[src/rtl/wies_pkg.sv]
// Shared constants and types for the information element search block.
`default_nettype none

package wies_pkg;

    // Longest buffer that is scanned; later bytes only raise overrun.
    localparam int MAX_BUFFER_BYTES = 4096;
    // The byte position must be able to hold MAX_BUFFER_BYTES itself.
    localparam int POS_W            = $clog2(MAX_BUFFER_BYTES + 1);
    localparam int OFFSET_W         = 12;
    localparam int CFG_DATA_W       = 24;
    localparam int CFG_INDEX_W      = 2;

    localparam logic [7:0] VENDOR_SPEC_ID = 8'd221;
    localparam logic [7:0] VENDOR_MIN_LEN = 8'd6;
    // OUI (three bytes) plus the type byte are captured from the body.
    localparam logic [7:0] VENDOR_HDR_LEN = 8'd4;

    localparam logic [CFG_INDEX_W-1:0] REG_MATCH_MODE = 2'd0;
    localparam logic [CFG_INDEX_W-1:0] REG_TARGET_ID  = 2'd1;
    localparam logic [CFG_INDEX_W-1:0] REG_TARGET_OUI = 2'd2;
    localparam logic [CFG_INDEX_W-1:0] REG_OUI_TYPE   = 2'd3;

    typedef logic [OFFSET_W-1:0] offset_t;
    typedef logic [POS_W-1:0]    pos_t;

endpackage

`default_nettype wire

[src/rtl/wlan_info_element_search.sv]
// Top level of the streamed 802.11 information element search.
`default_nettype none

// Usage
//   Requests arrive on the input channel (in_valid/in_ready), one buffer byte
//   each, with last_byte marking the final byte of a buffer. On that final
//   byte one result request leaves on the output channel (out_valid/out_ready)
//   carrying found, match_offset (offset of the matching element's id byte)
//   and overrun. Bytes that are not last produce no result.
//   Configuration: cfg_write with cfg_index/cfg_data writes one register in
//   the cycle it is high; write only while no buffer is in flight.
// Pipeline and throughput
//   One byte per cycle sustained, unless a last byte meets a result that still
//   waits (see Stall). A byte is held in the input register, the scan state is
//   updated from it, and on the last byte the result register loads, raising
//   out_valid.
// Reset
//   rst_n clears the scan state, the configuration registers and both
//   valid flags asynchronously.
// Stall
//   While a result waits, non-last bytes keep flowing. A second last byte is
//   held in the input register until the waiting result is taken; in_ready
//   is low only while it is held.
module wlan_info_element_search (
    input  wire logic                                 clk,
    input  wire logic                                 rst_n,
    input  wire logic                                 cfg_write,
    input  wire logic [wies_pkg::CFG_INDEX_W-1:0]     cfg_index,
    input  wire logic [wies_pkg::CFG_DATA_W-1:0]      cfg_data,
    input  wire logic                                 in_valid,
    output logic                                      in_ready,
    input  wire logic [7:0]                           data_byte,
    input  wire logic                                 last_byte,
    output logic                                      out_valid,
    input  wire logic                                 out_ready,
    output logic                                      found,
    output logic [wies_pkg::OFFSET_W-1:0]             match_offset,
    output logic                                      overrun
);

    localparam logic [1:0] PH_ID   = 2'd0;
    localparam logic [1:0] PH_LEN  = 2'd1;
    localparam logic [1:0] PH_BODY = 2'd2;

    // Configuration registers
    logic        match_mode_reg;
    logic [7:0]  target_id_reg;
    logic [23:0] target_oui_reg;
    logic [7:0]  target_oui_type_reg;

    // Input register
    logic       in_valid_reg;
    logic [7:0] in_byte_reg;
    logic       in_last_reg;

    // Scan state
    logic [1:0]        phase_reg, phase_next;
    logic [7:0]        element_id_reg, element_id_next;
    logic [7:0]        body_left_reg, body_left_next;
    logic [7:0]        body_index_reg, body_index_next;
    wies_pkg::offset_t element_start_reg, element_start_next;
    wies_pkg::pos_t    byte_position_reg, byte_position_next;
    logic [31:0]       oui_capture_reg, oui_capture_next;
    logic              hit_flag_reg, hit_flag_next;
    wies_pkg::offset_t hit_offset_reg, hit_offset_next;
    logic              stopped_reg, stopped_next;
    logic              empty_pending_reg, empty_pending_next;
    logic              overrun_flag_reg, overrun_flag_next;

    // Result register
    logic              out_valid_reg;
    logic              found_reg;
    wies_pkg::offset_t match_offset_reg;
    logic              overrun_reg;

    logic advance;

    // A held last byte may only move on once the result slot is free.
    assign advance  = in_valid_reg && (!in_last_reg || !out_valid_reg || out_ready);
    assign in_ready = !in_valid_reg || advance;

    function automatic logic examine(
        input logic        mode,
        input logic [7:0]  tid,
        input logic [23:0] toui,
        input logic [7:0]  ttype,
        input logic [7:0]  eid,
        input logic [7:0]  idx,
        input logic [31:0] cap
    );
        logic hit;
        if (!mode)
            hit = (eid == tid);
        else
            hit = (eid == wies_pkg::VENDOR_SPEC_ID) && (idx >= wies_pkg::VENDOR_MIN_LEN)
                  && (cap == {toui, ttype});
        return hit;
    endfunction

    always_comb
    begin
        logic skip;
        phase_next         = phase_reg;
        element_id_next    = element_id_reg;
        body_left_next     = body_left_reg;
        body_index_next    = body_index_reg;
        element_start_next = element_start_reg;
        byte_position_next = byte_position_reg;
        oui_capture_next   = oui_capture_reg;
        hit_flag_next      = hit_flag_reg;
        hit_offset_next    = hit_offset_reg;
        stopped_next       = stopped_reg;
        empty_pending_next = empty_pending_reg;
        overrun_flag_next  = overrun_flag_reg;
        skip               = 1'b0;

        if (byte_position_reg >= wies_pkg::POS_W'(wies_pkg::MAX_BUFFER_BYTES))
        begin
            overrun_flag_next = 1'b1;
        end
        else
        begin
            byte_position_next = byte_position_reg + 1'b1;
            if (!stopped_reg)
            begin
                // Resolve an empty element now that a further byte has come.
                if (empty_pending_reg)
                begin
                    empty_pending_next = 1'b0;
                    body_index_next    = 8'd0;
                    oui_capture_next   = 32'd0;
                    if (examine(match_mode_reg, target_id_reg, target_oui_reg,
                                target_oui_type_reg, element_id_reg, 8'd0, 32'd0))
                    begin
                        hit_flag_next   = 1'b1;
                        hit_offset_next = element_start_reg;
                        stopped_next    = 1'b1;
                        skip            = 1'b1;
                    end
                end
                if (!skip)
                begin
                    case (phase_reg)
                        PH_LEN:
                        begin
                            if (in_byte_reg == 8'd0)
                            begin
                                empty_pending_next = 1'b1;
                                phase_next         = PH_ID;
                            end
                            else
                            begin
                                body_left_next   = in_byte_reg;
                                body_index_next  = 8'd0;
                                oui_capture_next = 32'd0;
                                phase_next       = PH_BODY;
                            end
                        end
                        PH_BODY:
                        begin
                            if (body_index_reg < wies_pkg::VENDOR_HDR_LEN)
                                oui_capture_next = {oui_capture_reg[23:0], in_byte_reg};
                            body_index_next = body_index_reg + 8'd1;
                            body_left_next  = body_left_reg - 8'd1;
                            if (body_left_next == 8'd0)
                            begin
                                phase_next = PH_ID;
                                if (examine(match_mode_reg, target_id_reg, target_oui_reg,
                                            target_oui_type_reg, element_id_reg,
                                            body_index_next, oui_capture_next))
                                begin
                                    hit_flag_next   = 1'b1;
                                    hit_offset_next = element_start_reg;
                                    stopped_next    = 1'b1;
                                end
                            end
                        end
                        default:
                        begin
                            // Id byte; the unused phase code lands here too.
                            element_start_next = byte_position_reg[wies_pkg::OFFSET_W-1:0];
                            element_id_next    = in_byte_reg;
                            phase_next         = PH_LEN;
                        end
                    endcase
                end
            end
        end

        // Restart the scan after the last byte of a buffer.
        if (in_last_reg)
        begin
            phase_next         = PH_ID;
            element_id_next    = 8'd0;
            body_left_next     = 8'd0;
            body_index_next    = 8'd0;
            element_start_next = '0;
            byte_position_next = '0;
            oui_capture_next   = 32'd0;
            hit_flag_next      = 1'b0;
            hit_offset_next    = '0;
            stopped_next       = 1'b0;
            empty_pending_next = 1'b0;
            overrun_flag_next  = 1'b0;
        end
    end

    // Configuration writes
    always_ff @(posedge clk or negedge rst_n)
    begin
        if (!rst_n)
        begin
            match_mode_reg      <= 1'b0;
            target_id_reg       <= 8'd0;
            target_oui_reg      <= 24'd0;
            target_oui_type_reg <= 8'd0;
        end
        else if (cfg_write)
        begin
            case (cfg_index)
                wies_pkg::REG_MATCH_MODE: match_mode_reg      <= cfg_data[0];
                wies_pkg::REG_TARGET_ID:  target_id_reg       <= cfg_data[7:0];
                wies_pkg::REG_TARGET_OUI: target_oui_reg      <= cfg_data;
                wies_pkg::REG_OUI_TYPE:   target_oui_type_reg <= cfg_data[7:0];
                default:                  match_mode_reg      <= match_mode_reg;
            endcase
        end
    end

    // Input register: load on accept, drop once advanced.
    always_ff @(posedge clk or negedge rst_n)
    begin
        if (!rst_n)
            in_valid_reg <= 1'b0;
        else if (in_ready)
            in_valid_reg <= in_valid;
    end

    always_ff @(posedge clk)
    begin
        if (in_valid && in_ready)
        begin
            in_byte_reg <= data_byte;
            in_last_reg <= last_byte;
        end
    end

    // Scan state: advance once per byte.
    always_ff @(posedge clk or negedge rst_n)
    begin
        if (!rst_n)
        begin
            phase_reg         <= PH_ID;
            element_id_reg    <= 8'd0;
            body_left_reg     <= 8'd0;
            body_index_reg    <= 8'd0;
            element_start_reg <= '0;
            byte_position_reg <= '0;
            oui_capture_reg   <= 32'd0;
            hit_flag_reg      <= 1'b0;
            hit_offset_reg    <= '0;
            stopped_reg       <= 1'b0;
            empty_pending_reg <= 1'b0;
            overrun_flag_reg  <= 1'b0;
        end
        else if (advance)
        begin
            phase_reg         <= phase_next;
            element_id_reg    <= element_id_next;
            body_left_reg     <= body_left_next;
            body_index_reg    <= body_index_next;
            element_start_reg <= element_start_next;
            byte_position_reg <= byte_position_next;
            oui_capture_reg   <= oui_capture_next;
            hit_flag_reg      <= hit_flag_next;
            hit_offset_reg    <= hit_offset_next;
            stopped_reg       <= stopped_next;
            empty_pending_reg <= empty_pending_next;
            overrun_flag_reg  <= overrun_flag_next;
        end
    end

    // Result register: the outcome is taken from the state before the last
    // byte's restart, i.e. the _next values ahead of the clear.
    logic              res_hit;
    wies_pkg::offset_t res_offset;
    logic              res_overrun;

    always_comb
    begin
        res_hit     = hit_flag_reg;
        res_offset  = hit_offset_reg;
        res_overrun = overrun_flag_reg;
        if (byte_position_reg >= wies_pkg::POS_W'(wies_pkg::MAX_BUFFER_BYTES))
            res_overrun = 1'b1;
        else if (!stopped_reg && empty_pending_reg
                 && examine(match_mode_reg, target_id_reg, target_oui_reg,
                            target_oui_type_reg, element_id_reg, 8'd0, 32'd0))
        begin
            res_hit    = 1'b1;
            res_offset = element_start_reg;
        end
        else if (!stopped_reg && (phase_reg == PH_BODY) && (body_left_reg == 8'd1)
                 && examine(match_mode_reg, target_id_reg, target_oui_reg,
                            target_oui_type_reg, element_id_reg,
                            body_index_reg + 8'd1,
                            (body_index_reg < wies_pkg::VENDOR_HDR_LEN)
                                ? {oui_capture_reg[23:0], in_byte_reg}
                                : oui_capture_reg))
        begin
            res_hit    = 1'b1;
            res_offset = element_start_reg;
        end
    end

    always_ff @(posedge clk or negedge rst_n)
    begin
        if (!rst_n)
            out_valid_reg <= 1'b0;
        else if (advance && in_last_reg)
            out_valid_reg <= 1'b1;
        else if (out_ready)
            out_valid_reg <= 1'b0;
    end

    always_ff @(posedge clk)
    begin
        if (advance && in_last_reg)
        begin
            found_reg        <= res_hit;
            match_offset_reg <= res_hit ? res_offset : '0;
            overrun_reg      <= res_overrun;
        end
    end

    assign out_valid    = out_valid_reg;
    assign found        = found_reg;
    assign match_offset = match_offset_reg;
    assign overrun      = overrun_reg;

endmodule

`default_nettype wire

[config.mk]
export PLATFORM = sky130hd
export DESIGN_NAME = wlan_info_element_search
export DESIGN_NICKNAME = d
export VERILOG_FILES = /design/src/rtl/wies_pkg.sv /design/src/rtl/wlan_info_element_search.sv
export SDC_FILE = /design/constraint.sdc
export NUM_CORES = 1
export LEC_CHECK = 0
export BUFFER_PORTS_ARGS = -buffer_cell sky130_fd_sc_hd__buf_2
export CORE_MARGIN = 4
export CORE_UTILIZATION = 50
export CTS_CLUSTER_DIAMETER = 200
export DETAILED_ROUTE_END_ITERATION = 12
export PLACE_DENSITY_LB_ADDON = 0.25
export SETUP_SLACK_MARGIN = 0.3
export SLEW_MARGIN = 20
export SYNTH_ARGS = -nofsm -noshare
export SYNTH_HDL_FRONTEND = slang
export SYNTH_SLANG_ARGS = --single-unit
[constraint.sdc]
create_clock -name clk -period 2.69 [get_ports clk]
set_clock_uncertainty 0.05 [all_clocks]
set_input_delay 0.538 -clock clk [delete_from_list [all_inputs] [get_ports clk]]
set_output_delay 0.538 -clock clk [all_outputs]
set_load 0.05 [all_outputs]
### Yosys cells after proc, flatten, opt, wreduce, memory -nomap -nowiden

Index checks and enable logic that the tools add are counted.

* input bits: 40
* register bits: 165
* output and inout bits: 16
* word-level logic and storage cells: 182

* muxes and demuxes: 104
* add/sub/neg operators: 3
* magnitude comparators: 3
* reduce and logical (&&, ||, !) cells: 33
* equal/unequal tests: 16

Operator list (count)
* 32-bit 2-to-1 mux: 12
* 12-bit 2-to-1 mux: 17
* 8-bit 2-to-1 mux: 16
* 32-bit == test: 2
* 32-bit one-hot mux with 2 select lines: 1
* 1-bit 2-to-1 mux: 47
* 8-bit one-hot mux with 2 select lines: 2
* 13-bit 2-to-1 mux: 2
* 8-bit zero test: 2
* 13-bit by 1-bit adder with 13-bit output, second input constant: 1
* 13-bit >= comparator, second input constant: 1
* 2-bit 2-to-1 mux: 6
* 1-bit logical AND: 11
* 2-bit AND reduction: 5
* 5-bit AND reduction: 2
* 8-bit by 1-bit adder with 8-bit output, second input constant: 1
* 8-bit by 1-bit == test with 1-bit output, second input constant: 1
* 8-bit == test: 1
* 8-bit == test, second input constant: 1
* 8-bit by 3-bit >= comparator with 1-bit output, second input constant: 1
* 8-bit by 3-bit < comparator with 1-bit output, second input constant: 1
* 8-bit by 1-bit subtractor with 8-bit output, second input constant: 1
* 2-bit == test, second input constant: 3
* 2-bit inequality test, second input constant: 3
* 12 further kinds: 19

### Depth between registers and ports, before layout

Gate-level depths: netlist (run 1).

* depth in word-level cells: 27
* depth in mapped cells: 13
* mapped depth without buffers: 10

### Worst setup path after synthesis (run 1)

No wires, ideal clock.

* path type: register to register
* start point: register body_index_reg[5]
* end point: register match_offset_reg[10], in the netlist match_offset[10] (data pin)
* data required time: 2.381 ns
* stages on the path, launching flop included: 14
* library setup time: 0.259 ns
* buffers on the path: 5
* setup slack: -0.237 ns
* period minus slack after synthesis: 2.927 ns
* data arrival time: 2.618 ns
* path through: dfrtp_1 > buf_6 > or4_4 > buf_6 > nor2_8 > buf_8 > buf_12 > nand2_1 > a311oi_1 > nand3_1 > nor4_2 > a41oi_2 > buf_6 > mux2i_1

* cells in the longest elaborated chain, start to end: 11
* elaborated cells between the ends (all ways): 17
* classes of those cells: 1 x add/sub; 2 x order compare; 1 x eq/ne; 10 x mux; 3 x reduce/logical

RTL lines
* start, declared: RTL line wlan_info_element_search.sv:60 `logic [7:0] body_index_reg, body_index_next;`
* start signal, assigned: RTL line wlan_info_element_search.sv:271 `body_index_reg <= body_index_next;`
* 8-bit by 1-bit adder with 8-bit output or 8-bit by 3-bit < comparator with 1-bit output (tied branches): RTL line wlan_info_element_search.sv:306, wlan_info_element_search.sv:307
* 8-bit by 3-bit >= comparator with 1-bit output or 32-bit 2-to-1 mux (tied branches): RTL line wlan_info_element_search.sv:95, wlan_info_element_search.sv:308
* 1-bit logical AND or 32-bit == test (tied branches): RTL line wlan_info_element_search.sv:95, wlan_info_element_search.sv:96
* 1-bit logical AND (*): RTL line wlan_info_element_search.sv:96 `&& (cap == {toui, ttype});`
* 1-bit 2-to-1 mux (*): RTL line wlan_info_element_search.sv:92 `if (!mode)`
* 1-bit 2-to-1 mux (*): RTL line wlan_info_element_search.sv:296 `else if (!stopped_reg && empty_pending_reg`
* 1-bit 2-to-1 mux (*): RTL line wlan_info_element_search.sv:294 `if (byte_position_reg >= wies_pkg::POS_W'(wies_pkg::MAX_BUFFER_BYTES))`
* 1-bit logical AND (*): RTL line wlan_info_element_search.sv:304 `&& examine(match_mode_reg, target_id_reg, target_oui_reg,`
* 12-bit 2-to-1 mux or 1-bit 2-to-1 mux (tied branches): RTL line wlan_info_element_search.sv:303 `else if (!stopped_reg && (phase_reg == PH_BODY) && (body_left_reg == 8'd1)`
* 12-bit 2-to-1 mux or 1-bit 2-to-1 mux (tied branches): RTL line wlan_info_element_search.sv:296
* 12-bit 2-to-1 mux or 1-bit 2-to-1 mux (tied branches): RTL line wlan_info_element_search.sv:294
* end signal, assigned: RTL line wlan_info_element_search.sv:331 `match_offset_reg <= res_hit ? res_offset : '0;`
* end, declared: RTL line wlan_info_element_search.sv:73 `wies_pkg::offset_t match_offset_reg;`

Mark *: on every way between the ends. The rest lies on a longest branch, timed or not. The select of a mux whose other input is x is not followed.
A chain may end at the register's enable or synchronous reset.

### Worst setup path after layout (run 1)

* start point: register body_index_reg[4]
* end point: register hit_offset_reg[6]

* cells in the longest elaborated chain, start to end: 21
* elaborated cells between the ends (all ways): 24
* classes of those cells: 1 x add/sub; 2 x order compare; 1 x eq/ne; 18 x mux; 2 x reduce/logical

RTL lines
* 8-bit by 3-bit < comparator with 1-bit output: RTL line wlan_info_element_search.sv:161 `if (body_index_reg < wies_pkg::VENDOR_HDR_LEN)`
* 32-bit 2-to-1 mux: RTL line wlan_info_element_search.sv:161
* 32-bit 2-to-1 mux: RTL line wlan_info_element_search.sv:143 `case (phase_reg)`
* 32-bit 2-to-1 mux: RTL line wlan_info_element_search.sv:141 `if (!skip)`
* 32-bit 2-to-1 mux: RTL line wlan_info_element_search.sv:124 `if (!stopped_reg)`
* 32-bit 2-to-1 mux: RTL line wlan_info_element_search.sv:117 `if (byte_position_reg >= wies_pkg::POS_W'(wies_pkg::MAX_BUFFER_BYTES))`
* 32-bit == test: RTL line wlan_info_element_search.sv:96
* 1-bit logical AND (*): RTL line wlan_info_element_search.sv:96
* [5 not listed]
* 1-bit 2-to-1 mux (*): RTL line wlan_info_element_search.sv:117
* 12-bit 2-to-1 mux (*): RTL line wlan_info_element_search.sv:168 `if (examine(match_mode_reg, target_id_reg, target_oui_reg,`
* 12-bit 2-to-1 mux (*): RTL line wlan_info_element_search.sv:165 `if (body_left_next == 8'd0)`
* 12-bit 2-to-1 mux (*): RTL line wlan_info_element_search.sv:143
* 12-bit 2-to-1 mux (*): RTL line wlan_info_element_search.sv:141
* 12-bit 2-to-1 mux (*): RTL line wlan_info_element_search.sv:124
* 12-bit 2-to-1 mux (*): RTL line wlan_info_element_search.sv:117
* 12-bit 2-to-1 mux (*): RTL line wlan_info_element_search.sv:191 `if (in_last_reg)`
* end signal, assigned: RTL line wlan_info_element_search.sv:276 `hit_offset_reg <= hit_offset_next;`
* end, declared: RTL line wlan_info_element_search.sv:65 `wies_pkg::offset_t hit_offset_reg, hit_offset_next;`

Marks and branches as above.

==> insert_results.sql, run 1 <==
INSERT INTO impl_metrics (metric_group, metric, value, unit) VALUES
('outcome', 'status', 'finished, violations left', ''),
('outcome', 'violated_checks', 'setup timing', ''),
('drt', 'dr.pass1.iters', '8', ''),
('min_path', 'class_of_the_most_critical_hold_timing_path', 'in -> async', ''),
('place', 'placement.cell_area', '10800', 'um2'),
('drt', 'routedWlPerCell', '21.9', 'um'),
('timing', 'maxClockFrequency', '0.326', 'GHz'),
('cells_and_area', 'final.fill_count', '1428', ''),
('place', 'numPortBuffers', '55', ''),
('timing', 'worst_slack', '-0.373', 'ns'),
('synthesis', 'seq_area_frac_synth', '0.462', ''),
('power_and_ir_drop', 'share_of_power_burned_in_the_clock_network', '0.341', ''),
('grt', 'gr-usage-all-layers', '0.290', ''),
('clock_tree', 'cts_tree', 'yes', ''),
('timing', 'finalSetupViolations', '27', ''),
('clock_tree', 'worstSkewPairLatency', '0.44', 'ns'),
('timing', 'min_period_over_period', '1.14', ''),
('synthesis', 'post_synth_instance_area', '9190', 'um2'),
('timing', 'rsz0062_at_grt', 'yes', ''),
('worst_setup_path', 'worst-setup-path-type', 'reg -> reg', ''),
('floorplan', 'pin_count', '56', ''),
('timing', 'drv_slew', '0', ''),
('floorplan', 'die-height', '144', 'um'),
('place', 'place_inst', '1301', ''),
('power_and_ir_drop', 'power.share.sequential', '0.416', ''),
('cells_and_area', 'largest_register_ff_count', '32', ''),
('power_and_ir_drop', 'power_leakage', '5.38', 'nW'),
('drt', 'via_per_inst', '6.15', ''),
('worst_setup_path', 'critPathArrivalTime', '3.33', 'ns'),
('cells_and_area', 'insertedDiodeCount', '0', ''),
('timing', 'hold_violations', '0', ''),
('cells_and_area', 'register_area', '4250', 'um2'),
('synthesis', 'synth_warnings', '0', ''),
('cells_and_area', 'finalInstanceArea', '12100', 'um2'),
('grt', 'grt_overflow', '0', ''),
('cells_and_area', 'share_of_layout_cells_above_drive_strength_1', '0.340', ''),
('cells_and_area', 'footprint_of_the_multi_input_gates', '4880', 'um2'),
('clock_tree', 'cts_buffer_depth', '2', ''),
('power_and_ir_drop', 'powerDensity', '606', 'nW/um2'),
('clock_tree', 'htree_levels', '4', ''),
('cells_and_area', 'area_growth', '31.4', '%'),
('worst_setup_path', 'critPathMaxFanout', '13', ''),
('power_and_ir_drop', 'power.combinational.fraction', '0.243', ''),
('floorplan', 'die_width', '144', 'um'),
('floorplan', 'row_count', '49', ''),
('synthesis', 'mapped_avg_cell_area', '10.0', 'um2'),
('synthesis', 'yosys.cell_types.count', '77', ''),
('cells_and_area', 'num-nets-final', '1166', ''),
('drt', 'final_antenna_net_count', '0', ''),
('synthesis', 'synth_cells', '916', ''),
('power_and_ir_drop', 'design_power_total', '7.32', 'mW'),
('drt', 'num_vias', '8353', ''),
('flow_run', 'timing.max_cap.violations', '0', ''),
('timing', 'tightestPinTransition', '0.601', 'ns'),
('worst_setup_path', 'worst_ep_required_time', '2.95', 'ns'),
('place', 'hpwlAfterDp', '21.2', 'mm'),
('clock_tree', 'hold_buffers', '0', ''),
('floorplan', 'floorplan.die_area', '20600', 'um2'),
('synthesis', 'post_synth_net_total', '965', ''),
('cells_and_area', 'finish.cell_count_without_fillers', '1359', ''),
('power_and_ir_drop', 'power_report.internal_total', '4.87', 'mW'),
('power_and_ir_drop', 'p_sw', '2.45', 'mW'),
('place', 'dp_slack', '-0.463', 'ns'),
('worst_setup_path', 'critPathLaunchType', 'flop', ''),
('synthesis', 'count_of_state_elements_after_synthesis', '165', ''),
('grt', 'grt_antenna_before_repair', '0', ''),
('timing', 'worst_slew_margin', '0.599', ''),
('floorplan', 'floorplan.initialDensity', '0.510', ''),
('grt', 'grt_max_degree', '54', ''),
('synthesis', 'synth_enable_flop_cells', '23', ''),
('power_and_ir_drop', 'sw_frac', '0.335', '');
[per-layer routing]
metal  up-vias  GRT usage  share of wire
met5         -          0              0
met4         0      0.103          0.030
met3        78     0.0792          0.090
met2       386      0.422           0.44
met1      4085      0.417           0.44
li1       3804          -              -
[Yosys cell counts, types with 4 or more instances]
master / n / area (um2)
dfrtp_1: 142 / 3550
nand2_1: 84 / 315
inv_1: 57 / 214
a22o_1: 52 / 455
mux2_2: 41 / 462
nand3_1: 40 / 200
nor2_1: 35 / 131
clkbuf_1: 34 / 128
o21ai_0: 31 / 155
xor2_1: 25 / 219
nor2b_1: 24 / 150
a21oi_1: 23 / 115
edfxtp_1: 23 / 691
xnor2_1: 21 / 184
nor4_1: 18 / 113
mux2i_1: 15 / 150
nand2b_1: 15 / 93.8
nor3_1: 15 / 75.1
o211ai_1: 14 / 105
o22ai_1: 12 / 75.1
buf_2: 11 / 55.1
a31oi_1: 10 / 62.6
nand4_1: 10 / 62.6
and2_1: 9 / 56.3
and3_1: 9 / 56.3
ha_1: 9 / 113
o31ai_1: 9 / 67.6
a22oi_1: 8 / 60.1
o221ai_1: 8 / 70.1
a221oi_1: 7 / 61.3
or3_1: 6 / 37.5
a211oi_1: 5 / 37.5
buf_6: 5 / 56.3
o311ai_1: 5 / 43.8
a21o_1: 4 / 30.0
a32oi_1: 4 / 35.0
o311ai_0: 4 / 35.0
o41ai_1: 4 / 35.0
or4_1: 4 / 30.0
[placed cells by master, fill, tap and decap left out, types with 5 or more instances in the layout]
master,netlist,routed
a211oi_1,5,5
a21oi_1,23,20
a221oi_1,7,7
a22o_1,52,52
a22oi_1,8,8
a31oi_1,10,9
and2_1,9,8
and3_1,9,9
buf_12,1,8
buf_2,11,54
buf_4,1,162
buf_6,5,7
clkbuf_16,0,21
dfrtp_1,142,141
edfxtp_1,23,23
ha_1,9,8
inv_1,57,54
mux2_2,41,41
mux2i_1,15,13
nand2_1,84,79
nand2b_1,15,14
nand3_1,40,27
nand3_2,0,12
nand4_1,10,10
nor2_1,35,34
nor2b_1,24,24
nor3_1,15,14
nor4_1,18,11
nor4_4,0,7
o211ai_1,14,14
o21ai_0,31,29
o221ai_1,8,7
o22ai_1,12,12
o31ai_1,9,7
or3_1,6,6
xnor2_1,21,20
xor2_1,25,23
[worst max-delay path, stage by stage (launching register included)]
cell and delay, ns:
dfrtp_2 0.44, or4_4 0.60, buf_4 0.18, buf_4 0.14, o211ai_1 0.19, a21oi_1 0.10
or4_4 0.43, nor4_4 0.21, a41oi_4 0.22, clkbuf_16 0.23, nand3_2 0.07, o311ai_2 0.09
[metrics by stage]
stage                      util  setup TNS, ns  hold slack [ns]
after floorplan               -          -4.98            0.192
after global placement    0.599         -10.10            0.424
after detailed placement  0.599         -11.28            0.438
after CTS                 0.651          -9.06           0.0200
after global routing      0.670         -12.02           0.0348
final                     0.670          -9.25           0.0132
[area by class of cell]
| type | instances | area share |
|---|---|---|
| multi-input combinational | 640 | 0.404 |
| sequential | 165 | 0.352 |
| timing repair buffer | 236 | 0.152 |
| clock buffer | 17 | 0.0352 |
| tap | 229 | 0.0237 |
| inverter | 57 | 0.0177 |
| clock inverter | 15 | 0.0148 |
[kinds of logic (layout without fill, tap and decap cells)]
family,Yosys count,count (layout),share of synthesized area
adders and majority gates,9,9,0.0123
buffers and inverters,111,325,0.0543
AOI/OAI and AO/OA,235,235,0.192
and+or+nand+nor,294,294,0.169
DFF,165,165,0.462
muxes,56,56,0.0666
xor gates and xnor gates,46,46,0.0438
[power groups by stage]
stage          sequential, mW  combinational [mW]  clock, mW
6_report                 3.05                1.78       2.49
4_1_cts                  3.02                1.65       2.52
3_3_place_gp             3.06                1.52          0
5_1_grt                  3.07                1.91       2.64
3_5_place_dp             3.07                1.53          0
2_1_floorplan            3.05               0.823          0
[timing repair]
item | CTS | global route
pin swaps | 7 | 14
endpoints found under the setup margin | 65 | 70
resized for setup | 29 | 43
cloned | 1 | 3
setup buffers | 16 | 6
[path summary, 6_finish.rpt]
kind                                         from                    end  slack, ns  cells past startpoint
worst max-delay path            body_index_reg[4]      hit_offset_reg[6]      -0.37                     11
worst min-delay path                        rst_n      body_index_reg[0]       0.01                      1
worst max register to register  body_index_reg[4]      hit_offset_reg[6]      -0.37                     11
worst min register to register   overrun_flag_reg       overrun_flag_reg       0.44                      2
max in group asynchronous                   rst_n  byte_position_reg[10]       1.87                      2
min in group clk                     data_byte[4]         in_byte_reg[4]       0.22                      1
(Power assumes the default switching activity.)
==> run 2, diff against run 1 <==
clock period = 2.65 ns   (was 2.69 ns; I/O delays follow)
==> run 2 against run 1 <==
The flow still finishes with violations (setup timing). Critical path type unchanged. Wire length is 2.7% higher. Register-to-register slack got worse by 0.02 ns. Non-clock buffer count increased by 7. Die area unchanged. Cell area rose by 0.45%.
==> insert_results.sql, run 2 (synthesis results as in run 1) <==
INSERT INTO impl_metrics (metric_group, metric, value, unit) VALUES
('clock_tree', 'cts_tree', 'yes', ''),
('clock_tree', 'cts_sinks', '165', ''),
('worst_setup_path', 'critPathArrivalTime', '3.31', 'ns'),
('min_path', 'class_of_the_most_critical_hold_timing_path', 'in -> reg', ''),
('min_path', 'min_delay_path_depth', '1', ''),
('timing', 'finalSetupViolations', '27', ''),
('grt', 'grt_antenna_before_repair', '0', ''),
('cells_and_area', 'insertedDiodeCount', '0', ''),
('timing', 'hold_violations', '0', ''),
('clock_tree', 'worstSkewPairLatency', '0.45', 'ns'),
('cells_and_area', 'num-nets-final', '1175', ''),
('worst_setup_path', 'critPathMaxFanout', '26', ''),
('grt', 'grt_pass1_wl', '45.0', 'mm'),
('floorplan', 'core_area', '18000', 'um2'),
('clock_tree', 'clk_pin_slew', '0.08', 'ns'),
('drt', 'via_per_inst', '6.19', ''),
('floorplan', 'row_count', '49', ''),
('worst_setup_path', 'setup.worst_path.start', 'body_left_reg[0]', ''),
('cells_and_area', 'share_of_layout_cells_above_drive_strength_1', '0.342', ''),
('clock_tree', 'htree_levels', '4', ''),
('clock_tree', 'clockRootBuffer', 'clkbuf_16', ''),
('power_and_ir_drop', 'ir_drop', '0.000508', 'V'),
('clock_tree', 'cts_buffer_depth', '2', ''),
('timing', 'setup-tns-final', '-8.70', 'ns'),
('worst_setup_path', 'r2r_cells', '11', ''),
('worst_setup_path', 'critPathLaunchType', 'flop', ''),
('outcome', 'violated_checks', 'setup timing', ''),
('drt', 'dr.pass1.iters', '5', ''),
('power_and_ir_drop', 'design_power_total', '7.46', 'mW'),
('min_path', 'min_from', 'data_byte[3]', ''),
('timing', 'rsz0062_at_grt', 'yes', ''),
('worst_setup_path', 'crit_path_end_kind', 'flop', ''),
('timing', 'worst_slew_margin', '0.642', ''),
('worst_setup_path', 'worstReg2RegEnd', 'hit_offset_reg[10]', ''),
('timing', 'final_worst_path_period_need', '3.04', 'ns'),
('grt', 'grt_overflow', '0', ''),
('cells_and_area', 'area_growth', '32.0', '%'),
('grt', 'grt_max_degree', '54', ''),
('place', 'numPortBuffers', '55', ''),
('min_path', 'worstHoldEndpoint', 'in_byte_reg[3]', ''),
('place', 'hpwlAfterDp', '21.9', 'mm'),
('drt', 'num_vias', '8463', ''),
('timing', 'drv_slew', '0', ''),
('flow_run', 'timing.max_cap.violations', '0', ''),
('timing', 'maxClockFrequency', '0.329', 'GHz'),
('worst_setup_path', 'slowest_delay', '0.60', 'ns'),
('power_and_ir_drop', 'power_leakage', '5.43', 'nW'),
('drt', 'routedWlPerCell', '22.3', 'um'),
('cells_and_area', 'commonest_cells_after_routing_fill_and_taps_aside', '152 x buf_4, 140 x dfrtp_1, 78 x nand2_1', ''),
('floorplan', 'floorplan.initialDensity', '0.510', ''),
('place', 'place_congestion', '0.978', ''),
('grt', 'first_global_vias', '7951', ''),
('worst_setup_path', 'worst_ep_required_time', '2.92', 'ns'),
('power_and_ir_drop', 'powerDensity', '615', 'nW/um2'),
('floorplan', 'die-height', '144', 'um'),
('outcome', 'status', 'finished, violations left', ''),
('cells_and_area', 'mostFrequentLayoutCell', 'buf_4', ''),
('worst_setup_path', 'ff2ff_setup_slack', '-0.39', 'ns'),
('drt', 'final_antenna_net_count', '0', ''),
('drt', 'drtIter0Drc', '792', ''),
('timing', 'worst_slack', '-0.389', 'ns'),
('floorplan', 'floorplan.die_area', '20600', 'um2'),
('worst_setup_path', 'regToRegStartpoint', 'body_left_reg[0]', ''),
('worst_setup_path', 'crit_path_cell_trace', 'inv_1, ha_2, or3b_4, o31ai_4, nand4_1, or4_4, nor4_4, a41oi_2, buf_12, nand3_1, o311ai_2', ''),
('cells_and_area', 'largest_register_ff_count', '32', ''),
('timing', 'tightestPinTransition', '0.531', 'ns'),
('floorplan', 'die_width', '144', 'um'),
('drt', 'drc_errors', '0', ''),
('worst_setup_path', 'worst-setup-path-type', 'reg -> reg', ''),
('clock_tree', 'tritoncts.num_buffers', '17', ''),
('worst_setup_path', 'crit_slowest_cell', 'or4_4', ''),
('timing', 'min_period_over_period', '1.15', ''),
('floorplan', 'pin_count', '56', ''),
('drt', 'wirelength', '30.5', 'mm'),
('grt', 'gr-usage-all-layers', '0.286', '');
==> run 2: cell types whose count changed in the layout (fill, tap and decap cells not counted), sizes merged <==
cell,delta
buf,+8
clkbuf,-2
dlygate4sd3,+1
clkinv,-2
inv,+2
nor2,+1
or4,+1
==> run 2: final cells by class <==
| class | count | area (um2) |
|---|---|---|
| clock inverters | 15 | 176 |
| fillers | 1414 | 5900 |
| inverters | 57 | 214 |
| flip-flops and latches | 165 | 4250 |
| repair buffers | 243 | 1940 |
| well taps | 229 | 287 |
| clock buffers | 17 | 425 |
| multi-input cells | 642 | 4840 |
==> run 2: power by group <==
part	leakage (nW)	switching, mW	internal, mW
logic	3.04	0.992	0.879
registers	2.09	0.276	2.80
clock network	0.297	1.23	1.28
total	5.43	2.50	4.97
==> run 2: metal layers <==
layer	part of all wire	GRT usage	wire, um	up-vias
met5	0	0	0	-
met4	0.018	0.0753	540	0
met3	0.083	0.0602	2540	45
met2	0.46	0.428	13900	390
met1	0.44	0.425	13600	4204
li1	-	-	-	3824
==> run 2: critical path: cells and delay by family (launching register included) <==
family          cells  cell delay [ns]
simple gates        5             1.46
compound gates      3             0.52
flops               1             0.41
buf+inv             2             0.28
fa+ha+maj           1             0.17
==> run 2: repair_timing <==
action / CTS / global route
buffers inserted: 4 / 14
hold buffers: 1 / 0
gates cloned: 1 / 6
pin swaps: 3 / 30
endpoints found under the setup margin: 66 / 93
resized for setup: 19 / 81
endpoints found under the hold margin: 4 / 0
==> run 2: stage by stage <==
| stage | hold WS (ns) | instance area (um2) | worst slack [ns] | std cells | util |
|---|---|---|---|---|---|
| after floorplan | 0.184 | 9270 | -0.276 | 916 | - |
| after global placement | 0.423 | 10900 | -0.400 | 1310 | 0.604 |
| after detailed placement | 0.436 | 10900 | -0.471 | 1310 | 0.604 |
| after CTS | 0.198 | 11600 | -0.382 | 1348 | 0.646 |
| after global routing | 0.201 | 12100 | -0.493 | 1368 | 0.673 |
| final | 0.205 | 12100 | -0.389 | 1368 | 0.673 |
==> run 2: worst max-delay path by stage <==
stage / slack (ns) / to / cells after the start
final: -0.39 / hit_offset_reg[10] / 11
after global routing: -0.49 / hit_offset_reg[4] / 10
after CTS: -0.38 / hit_offset_reg[11] / 10
after detailed placement: -0.47 / hit_offset_reg[3] / 10
after global placement: -0.40 / stopped_reg / 11
after floorplan: -0.28 / match_offset[10] / 13
